[src/rtl/pidfd_pkg.sv]
// Package: shared types, codes and saturation helpers for the PID core.
`default_nettype none
package pidfd_pkg;

  // Configuration register indexes.
  localparam logic [2:0] REG_GAIN_P  = 3'd0;
  localparam logic [2:0] REG_GAIN_I  = 3'd1;
  localparam logic [2:0] REG_GAIN_D  = 3'd2;
  localparam logic [2:0] REG_INT_BND = 3'd3;
  localparam logic [2:0] REG_OUT_BND = 3'd4;
  localparam logic [2:0] REG_ALPHA   = 3'd5;

  // Input function codes.
  localparam logic FUNC_UPDATE = 1'b0;
  localparam logic FUNC_CLEAR  = 1'b1;

  localparam logic [16:0] ALPHA_ONE = 17'd65536;
  localparam logic signed [47:0] LIM48_POS = 48'sh7FFF_FFFF_FFFF;
  localparam logic signed [47:0] LIM48_NEG = 48'sh8000_0000_0000;

  // Sequencer states.
  typedef enum logic [3:0] {
    ST_IDLE, ST_MUL_P, ST_MUL_I, ST_MUL_IT, ST_DIV,
    ST_MUL_F, ST_MUL_D, ST_SUM, ST_DONE
  } seq_state_t;

  // Request to the serial multiplier.
  typedef struct packed {
    logic go;
    logic shift_long;  // scale down by 2^24 instead of 2^16
  } mul_req_t;

  // Saturate a 50-bit signed value to 48 bits.
  function automatic logic signed [47:0] sat48(input logic signed [49:0] v);
    logic signed [47:0] r;
    if (v > 50'sh0_7FFF_FFFF_FFFF) begin
      r = LIM48_POS;
    end else if (v < -50'sh0_8000_0000_0000) begin
      r = LIM48_NEG;
    end else begin
      r = v[47:0];
    end
    return r;
  endfunction

  // Clamp a signed value to plus or minus a bound; a zero bound disables it.
  function automatic logic signed [49:0] clamp_mag(input logic signed [49:0] v,
                                                   input logic [30:0] bound);
    logic signed [49:0] b;
    logic signed [49:0] r;
    b = $signed({19'd0, bound});
    r = v;
    if (bound != 31'd0) begin
      if (v > b) begin
        r = b;
      end else if (v < -b) begin
        r = -b;
      end
    end
    return r;
  endfunction

endpackage
`default_nettype wire

[src/rtl/pidfd_mul.sv]
// Serial shift-add multiplier: one multiplier bit per cycle, scaled and saturated to 48 bits.
`default_nettype none
module pidfd_mul (
  input  wire logic                  clk,
  input  wire logic                  rst_n,
  input  wire pidfd_pkg::mul_req_t   req,
  input  wire logic signed [47:0]    op_a,
  input  wire logic signed [32:0]    op_b,
  output logic                       done,
  output logic signed [47:0]         product
);

  logic        busy_r, busy_nxt;
  logic        fin_r, fin_nxt;
  logic [4:0]  cnt_r, cnt_nxt;
  logic [79:0] prod_r, prod_nxt;
  logic [47:0] a_r, a_nxt;
  logic        neg_r, neg_nxt;
  logic        long_r, long_nxt;
  logic signed [47:0] res_r, res_nxt;
  logic        done_r, done_nxt;

  logic [47:0] a_mag;
  logic [32:0] b_mag;
  logic [48:0] part_sum;
  logic        ovf;

  // Magnitudes of the operands at launch.
  assign a_mag = op_a[47] ? 48'(-op_a) : 48'(op_a);
  assign b_mag = op_b[32] ? 33'(-op_b) : 33'(op_b);

  // One partial-product add per cycle into the upper half.
  assign part_sum = {1'b0, prod_r[79:32]} + (prod_r[0] ? {1'b0, a_r} : 49'd0);

  // Scale down and detect overflow of the 48-bit result.
  always_comb begin
    logic [63:0] m;
    m = long_r ? 64'(prod_r >> 24) : 64'(prod_r >> 16);
    if (neg_r) begin
      ovf = (m > 64'h0000_8000_0000_0000);
    end else begin
      ovf = (m > 64'h0000_7FFF_FFFF_FFFF);
    end
    if (neg_r) begin
      res_nxt = ovf ? pidfd_pkg::LIM48_NEG : -$signed(m[47:0]);
    end else begin
      res_nxt = ovf ? pidfd_pkg::LIM48_POS : $signed(m[47:0]);
    end
    if (!fin_r) begin
      res_nxt = res_r;
    end
  end

  // Sequencing of the shift-add steps.
  always_comb begin
    busy_nxt = busy_r;
    fin_nxt  = 1'b0;
    cnt_nxt  = cnt_r;
    prod_nxt = prod_r;
    a_nxt    = a_r;
    neg_nxt  = neg_r;
    long_nxt = long_r;
    done_nxt = fin_r;
    if (req.go && !busy_r) begin
      busy_nxt = 1'b1;
      cnt_nxt  = 5'd0;
      prod_nxt = {48'd0, b_mag[31:0]};
      a_nxt    = a_mag;
      neg_nxt  = op_a[47] ^ op_b[32];
      long_nxt = req.shift_long;
    end else if (busy_r) begin
      prod_nxt = {part_sum, prod_r[31:1]};
      cnt_nxt  = cnt_r + 5'd1;
      if (cnt_r == 5'd31) begin
        busy_nxt = 1'b0;
        fin_nxt  = 1'b1;
      end
    end
  end

  always_ff @(posedge clk) begin
    if (!rst_n) begin
      busy_r <= 1'b0;
      fin_r  <= 1'b0;
      done_r <= 1'b0;
      cnt_r  <= 5'd0;
    end else begin
      busy_r <= busy_nxt;
      fin_r  <= fin_nxt;
      done_r <= done_nxt;
      cnt_r  <= cnt_nxt;
    end
    prod_r <= prod_nxt;
    a_r    <= a_nxt;
    neg_r  <= neg_nxt;
    long_r <= long_nxt;
    res_r  <= res_nxt;
  end

  assign done    = done_r;
  assign product = res_r;

endmodule
`default_nettype wire

[src/rtl/pidfd_div.sv]
// Restoring divider, one quotient bit per cycle, for the measurement rate.
`default_nettype none
module pidfd_div (
  input  wire logic               clk,
  input  wire logic               rst_n,
  input  wire logic               go,
  input  wire logic signed [32:0] diff,
  input  wire logic [31:0]        divisor,
  output logic                    done,
  output logic signed [47:0]      rate
);

  logic        busy_r, busy_nxt;
  logic        fin_r, fin_nxt;
  logic        done_r;
  logic [5:0]  cnt_r, cnt_nxt;
  logic [56:0] quo_r, quo_nxt;
  logic [31:0] rem_r, rem_nxt;
  logic [31:0] dvs_r, dvs_nxt;
  logic        neg_r, neg_nxt;
  logic signed [47:0] res_r, res_nxt;
  logic [32:0] diff_mag;
  logic [32:0] rem_sh;
  logic [33:0] trial;

  assign diff_mag = diff[32] ? 33'(-diff) : 33'(diff);
  assign rem_sh   = {rem_r, quo_r[56]};
  assign trial    = {1'b0, rem_sh} - {2'b00, dvs_r};

  // Step control and quotient bits.
  always_comb begin
    busy_nxt = busy_r;
    fin_nxt  = 1'b0;
    cnt_nxt  = cnt_r;
    quo_nxt  = quo_r;
    rem_nxt  = rem_r;
    dvs_nxt  = dvs_r;
    neg_nxt  = neg_r;
    if (go && !busy_r) begin
      busy_nxt = 1'b1;
      cnt_nxt  = 6'd0;
      quo_nxt  = {diff_mag, 24'd0};
      rem_nxt  = 32'd0;
      dvs_nxt  = divisor;
      neg_nxt  = diff[32];
    end else if (busy_r) begin
      if (!trial[33]) begin
        rem_nxt = trial[31:0];
        quo_nxt = {quo_r[55:0], 1'b1};
      end else begin
        rem_nxt = rem_sh[31:0];
        quo_nxt = {quo_r[55:0], 1'b0};
      end
      cnt_nxt = cnt_r + 6'd1;
      if (cnt_r == 6'd56) begin
        busy_nxt = 1'b0;
        fin_nxt  = 1'b1;
      end
    end
  end

  // Saturate the signed quotient to 48 bits.
  always_comb begin
    res_nxt = res_r;
    if (fin_r) begin
      if (neg_r) begin
        res_nxt = (quo_r >= 57'h0_8000_0000_0000) ? pidfd_pkg::LIM48_NEG
                                                  : -$signed(quo_r[47:0]);
      end else begin
        res_nxt = (quo_r > 57'h0_7FFF_FFFF_FFFF) ? pidfd_pkg::LIM48_POS
                                                 : $signed(quo_r[47:0]);
      end
    end
  end

  always_ff @(posedge clk) begin
    if (!rst_n) begin
      busy_r <= 1'b0;
      fin_r  <= 1'b0;
      done_r <= 1'b0;
      cnt_r  <= 6'd0;
    end else begin
      busy_r <= busy_nxt;
      fin_r  <= fin_nxt;
      done_r <= fin_r;
      cnt_r  <= cnt_nxt;
    end
    quo_r <= quo_nxt;
    rem_r <= rem_nxt;
    dvs_r <= dvs_nxt;
    neg_r <= neg_nxt;
    res_r <= res_nxt;
  end

  assign done = done_r;
  assign rate = res_r;

endmodule
`default_nettype wire

[src/rtl/pid_controller_filtered_derivative_core.sv]
// Top level: PID controller with filtered derivative on measurement.
//
// Input beats carry target, sensed and step_time in in_tdata and the function
// (update or clear) in in_tuser. Each beat gives exactly one output beat with
// the Q16.16 drive value. Gains, bounds and the filter coefficient are to be
// written through the cfg_ channel while the core is idle; the user keeps to
// this, the core leaves it unchecked. cfg_ready is always high. One item is
// processed at a time. A clear beat or a zero step time skips to the done
// state. A control update runs five products on the shared serial multiplier
// (one multiplier bit a cycle) and one 57-step restoring division for the rate,
// plus a summing state. The next input beat is taken as soon as the result sits
// in the output register, so a stalled receiver holds one result while the next
// item runs; a second result then waits until out_tready frees the register.
// Synchronous reset clears the configuration to its defaults (filter
// coefficient one, all else zero), the integral, filtered rate and last
// measurement, and empties the output register.
`default_nettype none
module pid_controller_filtered_derivative_core (
  input  wire logic        clk,
  input  wire logic        rst_n,
  input  wire logic        in_tvalid,
  output logic             in_tready,
  input  wire logic [95:0] in_tdata,   // target[31:0], sensed[63:32], step_time[95:64]
  input  wire logic        in_tuser,   // func
  output logic             out_tvalid,
  input  wire logic        out_tready,
  output logic [31:0]      out_tdata,  // drive[31:0]
  input  wire logic        cfg_valid,
  output logic             cfg_ready,
  input  wire logic [2:0]  cfg_index,
  input  wire logic [31:0] cfg_data
);

  pidfd_pkg::seq_state_t state_r, state_nxt;
  logic launched_r, launched_nxt;

  logic signed [31:0] gain_p_r, gain_i_r, gain_d_r;
  logic [30:0] int_bnd_r, out_bnd_r;
  logic [16:0] alpha_r;

  logic signed [47:0] integ_r, integ_nxt;
  logic signed [47:0] frate_r, frate_nxt;
  logic signed [31:0] last_r, last_nxt;

  logic signed [32:0] err_r, err_nxt;
  logic signed [32:0] diff_r, diff_nxt;
  logic signed [31:0] sensed_r, sensed_nxt;
  logic [31:0] dt_r, dt_nxt;
  logic signed [47:0] p_r, p_nxt, ip_r, ip_nxt, rate_r, rate_nxt, d_r, d_nxt;
  logic signed [31:0] res_r, res_nxt;
  logic out_valid_r, out_valid_nxt;
  logic [31:0] out_data_r, out_data_nxt;

  pidfd_pkg::mul_req_t mreq;
  logic signed [47:0] mul_a;
  logic signed [32:0] mul_b;
  logic mul_done;
  logic signed [47:0] mul_res;
  logic div_go, div_done;
  logic signed [47:0] div_res;

  logic signed [31:0] in_target, in_sensed;
  logic [31:0] in_step;
  logic signed [47:0] fdiff;
  logic [16:0] alpha_eff;
  logic signed [49:0] sum, sum_cl;

  assign in_target = in_tdata[31:0];
  assign in_sensed = in_tdata[63:32];
  assign in_step   = in_tdata[95:64];
  assign cfg_ready = 1'b1;
  assign in_tready = (state_r == pidfd_pkg::ST_IDLE);

  // Filter difference, effective coefficient and the output sum.
  assign fdiff = pidfd_pkg::sat48(50'(rate_r) - 50'(frate_r));
  assign alpha_eff = (alpha_r > pidfd_pkg::ALPHA_ONE) ? pidfd_pkg::ALPHA_ONE : alpha_r;
  assign sum = 50'(p_r) + 50'(integ_r) + 50'(d_r);
  assign sum_cl = pidfd_pkg::clamp_mag(sum, out_bnd_r);

  pidfd_mul u_mul (
    .clk(clk), .rst_n(rst_n), .req(mreq), .op_a(mul_a), .op_b(mul_b),
    .done(mul_done), .product(mul_res)
  );

  pidfd_div u_div (
    .clk(clk), .rst_n(rst_n), .go(div_go), .diff(diff_r), .divisor(dt_r),
    .done(div_done), .rate(div_res)
  );

  // Sequencer: next state, operand selection and state updates.
  always_comb begin
    logic signed [47:0] isum;
    state_nxt    = state_r;
    launched_nxt = launched_r;
    integ_nxt    = integ_r;
    frate_nxt    = frate_r;
    last_nxt     = last_r;
    err_nxt      = err_r;
    diff_nxt     = diff_r;
    sensed_nxt   = sensed_r;
    dt_nxt       = dt_r;
    p_nxt        = p_r;
    ip_nxt       = ip_r;
    rate_nxt     = rate_r;
    d_nxt        = d_r;
    res_nxt      = res_r;
    mreq.go         = 1'b0;
    mreq.shift_long = 1'b0;
    mul_a        = 48'(err_r);
    mul_b        = 33'(gain_p_r);
    div_go       = 1'b0;
    out_valid_nxt = out_valid_r & ~out_tready;
    out_data_nxt  = out_data_r;
    isum = pidfd_pkg::sat48(50'(integ_r) + 50'(mul_res));

    case (state_r)
      pidfd_pkg::ST_IDLE: begin
        if (in_tvalid) begin
          err_nxt    = 33'(in_target) - 33'(in_sensed);
          diff_nxt   = 33'(last_r) - 33'(in_sensed);
          sensed_nxt = in_sensed;
          dt_nxt     = in_step;
          res_nxt    = 32'sd0;
          if (in_tuser == pidfd_pkg::FUNC_CLEAR) begin
            integ_nxt = 48'sd0;
            frate_nxt = 48'sd0;
            last_nxt  = 32'sd0;
            state_nxt = pidfd_pkg::ST_DONE;
          end else if (in_step == 32'd0) begin
            state_nxt = pidfd_pkg::ST_DONE;
          end else begin
            state_nxt = pidfd_pkg::ST_MUL_P;
          end
        end
      end
      pidfd_pkg::ST_MUL_P: begin
        mul_a = 48'(err_r);
        mul_b = 33'(gain_p_r);
        if (!launched_r) begin
          mreq.go = 1'b1;
          launched_nxt = 1'b1;
        end else if (mul_done) begin
          p_nxt = mul_res;
          launched_nxt = 1'b0;
          state_nxt = pidfd_pkg::ST_MUL_I;
        end
      end
      pidfd_pkg::ST_MUL_I: begin
        mul_a = 48'(err_r);
        mul_b = 33'(gain_i_r);
        if (!launched_r) begin
          mreq.go = 1'b1;
          launched_nxt = 1'b1;
        end else if (mul_done) begin
          ip_nxt = mul_res;
          launched_nxt = 1'b0;
          state_nxt = pidfd_pkg::ST_MUL_IT;
        end
      end
      pidfd_pkg::ST_MUL_IT: begin
        mul_a = ip_r;
        mul_b = {1'b0, dt_r};
        mreq.shift_long = 1'b1;
        if (!launched_r) begin
          mreq.go = 1'b1;
          launched_nxt = 1'b1;
        end else if (mul_done) begin
          integ_nxt = 48'(pidfd_pkg::clamp_mag(50'(isum), int_bnd_r));
          launched_nxt = 1'b0;
          state_nxt = pidfd_pkg::ST_DIV;
        end
      end
      pidfd_pkg::ST_DIV: begin
        if (!launched_r) begin
          div_go = 1'b1;
          launched_nxt = 1'b1;
        end else if (div_done) begin
          rate_nxt = div_res;
          last_nxt = sensed_r;
          launched_nxt = 1'b0;
          state_nxt = pidfd_pkg::ST_MUL_F;
        end
      end
      pidfd_pkg::ST_MUL_F: begin
        mul_a = fdiff;
        mul_b = {16'd0, alpha_eff};
        if (!launched_r) begin
          mreq.go = 1'b1;
          launched_nxt = 1'b1;
        end else if (mul_done) begin
          frate_nxt = pidfd_pkg::sat48(50'(frate_r) + 50'(mul_res));
          launched_nxt = 1'b0;
          state_nxt = pidfd_pkg::ST_MUL_D;
        end
      end
      pidfd_pkg::ST_MUL_D: begin
        mul_a = frate_r;
        mul_b = 33'(gain_d_r);
        if (!launched_r) begin
          mreq.go = 1'b1;
          launched_nxt = 1'b1;
        end else if (mul_done) begin
          d_nxt = mul_res;
          launched_nxt = 1'b0;
          state_nxt = pidfd_pkg::ST_SUM;
        end
      end
      pidfd_pkg::ST_SUM: begin
        if (sum_cl > 50'sd2147483647) begin
          res_nxt = 32'sh7FFF_FFFF;
        end else if (sum_cl < -50'sd2147483648) begin
          res_nxt = 32'sh8000_0000;
        end else begin
          res_nxt = sum_cl[31:0];
        end
        state_nxt = pidfd_pkg::ST_DONE;
      end
      pidfd_pkg::ST_DONE: begin
        if (!out_valid_r || out_tready) begin
          out_valid_nxt = 1'b1;
          out_data_nxt  = res_r;
          state_nxt     = pidfd_pkg::ST_IDLE;
        end
      end
      default: begin
        state_nxt = pidfd_pkg::ST_IDLE;
      end
    endcase
  end

  // Control state, controller state and configuration registers.
  always_ff @(posedge clk) begin
    if (!rst_n) begin
      state_r     <= pidfd_pkg::ST_IDLE;
      launched_r  <= 1'b0;
      out_valid_r <= 1'b0;
      integ_r     <= 48'sd0;
      frate_r     <= 48'sd0;
      last_r      <= 32'sd0;
      gain_p_r    <= 32'sd0;
      gain_i_r    <= 32'sd0;
      gain_d_r    <= 32'sd0;
      int_bnd_r   <= 31'd0;
      out_bnd_r   <= 31'd0;
      alpha_r     <= pidfd_pkg::ALPHA_ONE;
    end else begin
      state_r     <= state_nxt;
      launched_r  <= launched_nxt;
      out_valid_r <= out_valid_nxt;
      integ_r     <= integ_nxt;
      frate_r     <= frate_nxt;
      last_r      <= last_nxt;
      if (cfg_valid) begin
        case (cfg_index)
          pidfd_pkg::REG_GAIN_P:  gain_p_r  <= cfg_data;
          pidfd_pkg::REG_GAIN_I:  gain_i_r  <= cfg_data;
          pidfd_pkg::REG_GAIN_D:  gain_d_r  <= cfg_data;
          pidfd_pkg::REG_INT_BND: int_bnd_r <= cfg_data[30:0];
          pidfd_pkg::REG_OUT_BND: out_bnd_r <= cfg_data[30:0];
          pidfd_pkg::REG_ALPHA:   alpha_r   <= cfg_data[16:0];
          default: ;
        endcase
      end
    end
    err_r      <= err_nxt;
    diff_r     <= diff_nxt;
    sensed_r   <= sensed_nxt;
    dt_r       <= dt_nxt;
    p_r        <= p_nxt;
    ip_r       <= ip_nxt;
    rate_r     <= rate_nxt;
    d_r        <= d_nxt;
    res_r      <= res_nxt;
    out_data_r <= out_data_nxt;
  end

  assign out_tvalid = out_valid_r;
  assign out_tdata  = out_data_r;

endmodule
`default_nettype wire

[config.mk]
export PLATFORM = sky130hd
export DESIGN_NAME = pid_controller_filtered_derivative_core
export DESIGN_NICKNAME = d
export VERILOG_FILES = /design/src/rtl/pidfd_pkg.sv /design/src/rtl/pidfd_mul.sv /design/src/rtl/pidfd_div.sv /design/src/rtl/pid_controller_filtered_derivative_core.sv
export SDC_FILE = /design/constraint.sdc
export NUM_CORES = 2
export LEC_CHECK = 0
export BUFFER_PORTS_ARGS = -buffer_cell sky130_fd_sc_hd__buf_2
export CAP_MARGIN = 40
export CELL_PAD_IN_SITES_DETAIL_PLACEMENT = 1
export CELL_PAD_IN_SITES_GLOBAL_PLACEMENT = 2
export CORE_MARGIN = 2
export CORE_UTILIZATION = 30
export DETAILED_ROUTE_END_ITERATION = 8
export PLACE_DENSITY_LB_ADDON = 0.2
export SLEW_MARGIN = 10
export SYNTH_ARGS = -nofsm -noshare
export SYNTH_HDL_FRONTEND = slang
export SYNTH_HIERARCHICAL = 1
export SYNTH_SLANG_ARGS = --single-unit
export TNS_END_PERCENT = 1
[constraint.sdc]
create_clock -name clk -period 15.75 [get_ports clk]
set_clock_uncertainty 0.2 [all_clocks]
set_input_delay 1.575 -clock clk [delete_from_list [all_inputs] [get_ports clk]]
set_output_delay 1.575 -clock clk [all_outputs]
set_load 0.01 [all_outputs]
==> impl_metrics.csv <==
group,metric,value,unit
setup_path,reg2reg_depth,29,
placed_design,hpwl,224000,µm
global_route,grt_overflow,0,
cells_and_area,multi_input_area,40000,µm²
floorplan,std_cell_rows,177,
sta,min_period,9.43,ns
global_route,grt_max_degree,186,
floorplan,initial_core_util,30.1,%
yosys,synth_ff_type,"edfxtp_1",
power_and_ir_drop,seqPwrFrac,38.0,%
sta,finalHoldViolations,0,
floorplan,die_area,237000,µm²
power_and_ir_drop,switchingPower,0.00359,W
global_route,met3_usage,2.29,%
setup_path,r2r_slack,6.32,ns
power_and_ir_drop,p_int,0.00623,W
setup_path,reg2reg_from,"u_mul/product[9]$_DFFE_PP_",
min_path,hold_end,"rate_r[31]$_DFFE_PP_",
clock_network,postCtsSetupBuffers,0,
sta,slew_headroom,20.8,%
clock_network,cts_root_buffer,"clkbuf_16",
clock_network,path_clk_slew,0.06,ns
cells_and_area,mostFrequentLayoutCells,"nand2_1 (1147), a21oi_1 (684), edfxtp_1 (630), o21ai_0 (553), ha_1 (507)",
setup_path,start_kind,"register",
global_route,grt_usage,23.5,%
setup_path,crit_path_max_incr_delay,0.67,ns
yosys,seq_area_frac_synth,39.3,%
power_and_ir_drop,p_sw_share,36.6,%
yosys,yosys_warnings,6,
cells_and_area,final_area,79300,µm²
global_route,busiest_layer,"met2",
detailed_routing,wire_per_inst,25.7,µm
yosys,synth.area.mux_share,1.13,%
sta,final-setup-viol-count,0,
clock_network,clockBufferDepth,3,
cells_and_area,syn_to_final_growth,13.3,%
placed_design,gp_congestion,0.916,
yosys,synth_cell_types,102,
setup_path,critPathMostFrequentCell,"o21ai_0",
setup_path,cpMaxStageDelayCell,"o31ai_1",
yosys,syn_inst,7825,
setup_path,crit_required,16.30,ns
setup_path,critPathKind,"register to register",
yosys,synth-simple-area-share,17.6,%
min_path,worst_hold_path_type,"register to register",
sta,fmax,0.106,GHz
global_route,met1_usage,32.2,%
floorplan,ios,172,
sta,finalMaxSlewViolations,0,
cells_and_area,drive_gt1_share,8.51,%
detailed_routing,drcViolationCount,0,
cells_and_area,seqCellArea,27500,µm²
clock_network,clock_sinks,1060,
min_path,hold_start,"u_div/rate[31]$_DFFE_PP_",
placed_design,io_buffers,170,
floorplan,core-area,232000,µm²
setup_path,rr_endpoint,"integ_r[25]$_SDFFE_PN0P_",
power_and_ir_drop,peakVddDrop,103,µV
power_and_ir_drop,p_per_area,124,nW/µm²
sta,worst_pin_slew,1.19,ns
global_route,antenna_found_initial,10,
detailed_routing,final_antenna_net_count,0,
clock_network,postCtsHoldBufs,0,
yosys,syn_avg_cell_area,8.95,µm²
yosys,synthAdderAreaFrac,10.9,%
clock_network,cts_buffers,135,
detailed_routing,wirelength,285000,µm
global_route,grt_pass1_wl,423000,µm
detailed_routing,drt-pass1-iter-count,8,
setup_path,cp_max_fo,39,
floorplan,die_h,487,µm
power_and_ir_drop,clockPowerShare,33.1,%
yosys,synth-xor-area-share,5.52,%
run,max_cap_violations,0,
yosys,syn-cell-area,70000,µm²
detailed_routing,vias_per_cell,5.56,
status,outcome,"finished, final reports clean",
floorplan,fp.dieW,487,µm
yosys,synth_edf_count,630,
clock_network,cts_tree,"done",
sta,rsz0062_at_grt,"false",
yosys,synthArstFlopShare,0,%
placed_design,dpl_cell_area,74700,µm²
clock_network,clk_latency,0.82,ns
clock_network,htree_levels,4,
global_route,met2_usage,39.4,%
yosys,synth_top_family_by_area,"compound AO/OA/AOI/OAI gates",
power_and_ir_drop,leakage,30.2,nW
global_route,grt_pass1_vias,62700,
detailed_routing,vias,61500,
yosys,synth-compound-area-share,21.7,%
yosys,synth_seq_cells,1060,
cells_and_area,nFillCells,26700,
min_path,holdPathStages,0,
setup_path,worst_setup_path_end_kind,"register",
detailed_routing,drt_iter0_markers,4238,
cells_and_area,layout_commonest_cell,"nand2_1",
sta,period_share,59.9,%
clock_network,cts_resized,0,
setup_path,arrival,9.98,ns
cells_and_area,fin_nets,8601,
power_and_ir_drop,p_comb_share,28.9,%
sta,setup_tns,0,ns
yosys,syn_nets,8525,
==> cells in the mapped netlist, types with 37 or more instances <==
cell type  instances  area, µm²
nor4_1            68        425
a31oi_1           89        557
or3_1             81        507
nand3_1          175        876
nand4_1           96        601
xnor2_1          284       2490
dfxtp_1          430       8610
fa_1              56       1120
o21bai_1          47        353
a22oi_1           66        495
a211oi_1          37        278
inv_1            317       1190
or2_2             42        263
o31ai_1           73        548
a21o_1           200       1500
o21a_1            77        578
edfxtp_1         630      18900
o21ai_0          554       2770
o211ai_1          87        653
mux2i_1           67        671
clkbuf_1         343       1290
and2_1            99        619
and3_1            69        432
a21oi_1          687       3440
nand2b_1          84        526
or4_1             38        285
xor2_1           157       1380
ha_1             507       6340
nand2_1         1150       4320
nor2b_1           75        469
nor3_1           160        801
a222oi_1          62        621
nor2_1           384       1440
==> how the worst max path moves through the flow <==
stage	from	end	slack (ns)	depth (start not counted)
2_1_floorplan	rate_r[0]$_DFFE_PP_	u_mul/a_r[37]$_DFFE_PP_	8.73	27
3_3_place_gp	u_mul/product[1]$_DFFE_PP_	integ_r[19]$_SDFFE_PN0P_	5.93	26
3_5_place_dp	u_mul/product[1]$_DFFE_PP_	integ_r[25]$_SDFFE_PN0P_	6.44	29
4_1_cts	u_mul/product[1]$_DFFE_PP_	integ_r[25]$_SDFFE_PN0P_	6.38	29
5_1_grt	u_mul/product[1]$_DFFE_PP_	integ_r[25]$_SDFFE_PN0P_	5.93	27
6_report	u_mul/product[9]$_DFFE_PP_	integ_r[25]$_SDFFE_PN0P_	6.32	29
==> kinds of logic after synthesis <==
group | count (synthesis)
compound gates | 2361
simple gates | 2605
mux | 78
other cells | 1
fa+ha+maj | 577
buf+inv | 702
flops | 1060
xor+xnor | 441
==> layer usage <==
layer	routed length [µm]	up-vias
li1	-	29000
met1	134000	31000
met2	134000	1151
met3	9780	301
met4	6690	4
met5	27	-
==> registers in the layout, summed over array words and instances (netlist names), 33 cells and up <==
register       flops
d_r               48
integ_r           48
ip_r              48
u_mul/prod_r      80
diff_r            33
u_mul/product     48
rate_r            48
err_r             33
frate_r           48
u_div/quo_r       57
u_mul/a_r         48
p_r               48
u_div/rate        48
==> critical path, delay by kind of cell, from the launching register on <==
| kind | cells | cell delay [ns] |
|---|---|---|
| AND/OR/NAND/NOR | 6 | 2.28 |
| XOR/XNOR | 1 | 0.37 |
| adder cells (fa/ha/maj) | 2 | 0.74 |
| buffers and inverters | 5 | 1.34 |
| AO/OA/AOI/OAI | 15 | 3.90 |
| flip-flops | 1 | 0.46 |
==> stage by stage <==
stage | hold WS (ns) | power [W] | utilization (%) | std cells | setup slack, ns
floorplan | 0.200 | 0.00547 | - | 7825 | 8.73
global placement | 0.202 | 0.00655 | 32.0 | 10800 | 5.93
detailed placement | 0.206 | 0.00661 | 32.2 | 10800 | 6.44
CTS | 0.217 | 0.00991 | 34.1 | 11100 | 6.38
global route | 0.217 | 0.0103 | 34.1 | 11100 | 5.93
finish | 0.214 | 0.00982 | 34.1 | 11100 | 6.32
==> power by group through the flow <==
stage	Combinational [W]	Clock, W	Sequential (W)
detailed placement	0.00282	0	0.00379
global placement	0.00277	0	0.00378
global route	0.00312	0.00343	0.00376
finish	0.00284	0.00325	0.00373
floorplan	0.00187	0	0.00360
CTS	0.00283	0.00334	0.00373
==> layout make-up <==
type / instances / share of cell area, %
antenna: 3 / 0.00946
clock buffer: 171 / 4.58
clock inverter: 80 / 1.19
inverter: 318 / 1.51
multi-input combinational: 6063 / 50.4
sequential: 1060 / 34.7
tap: 3043 / 4.80
timing repair buffer: 323 / 2.81
(Power assumes the default switching activity.)
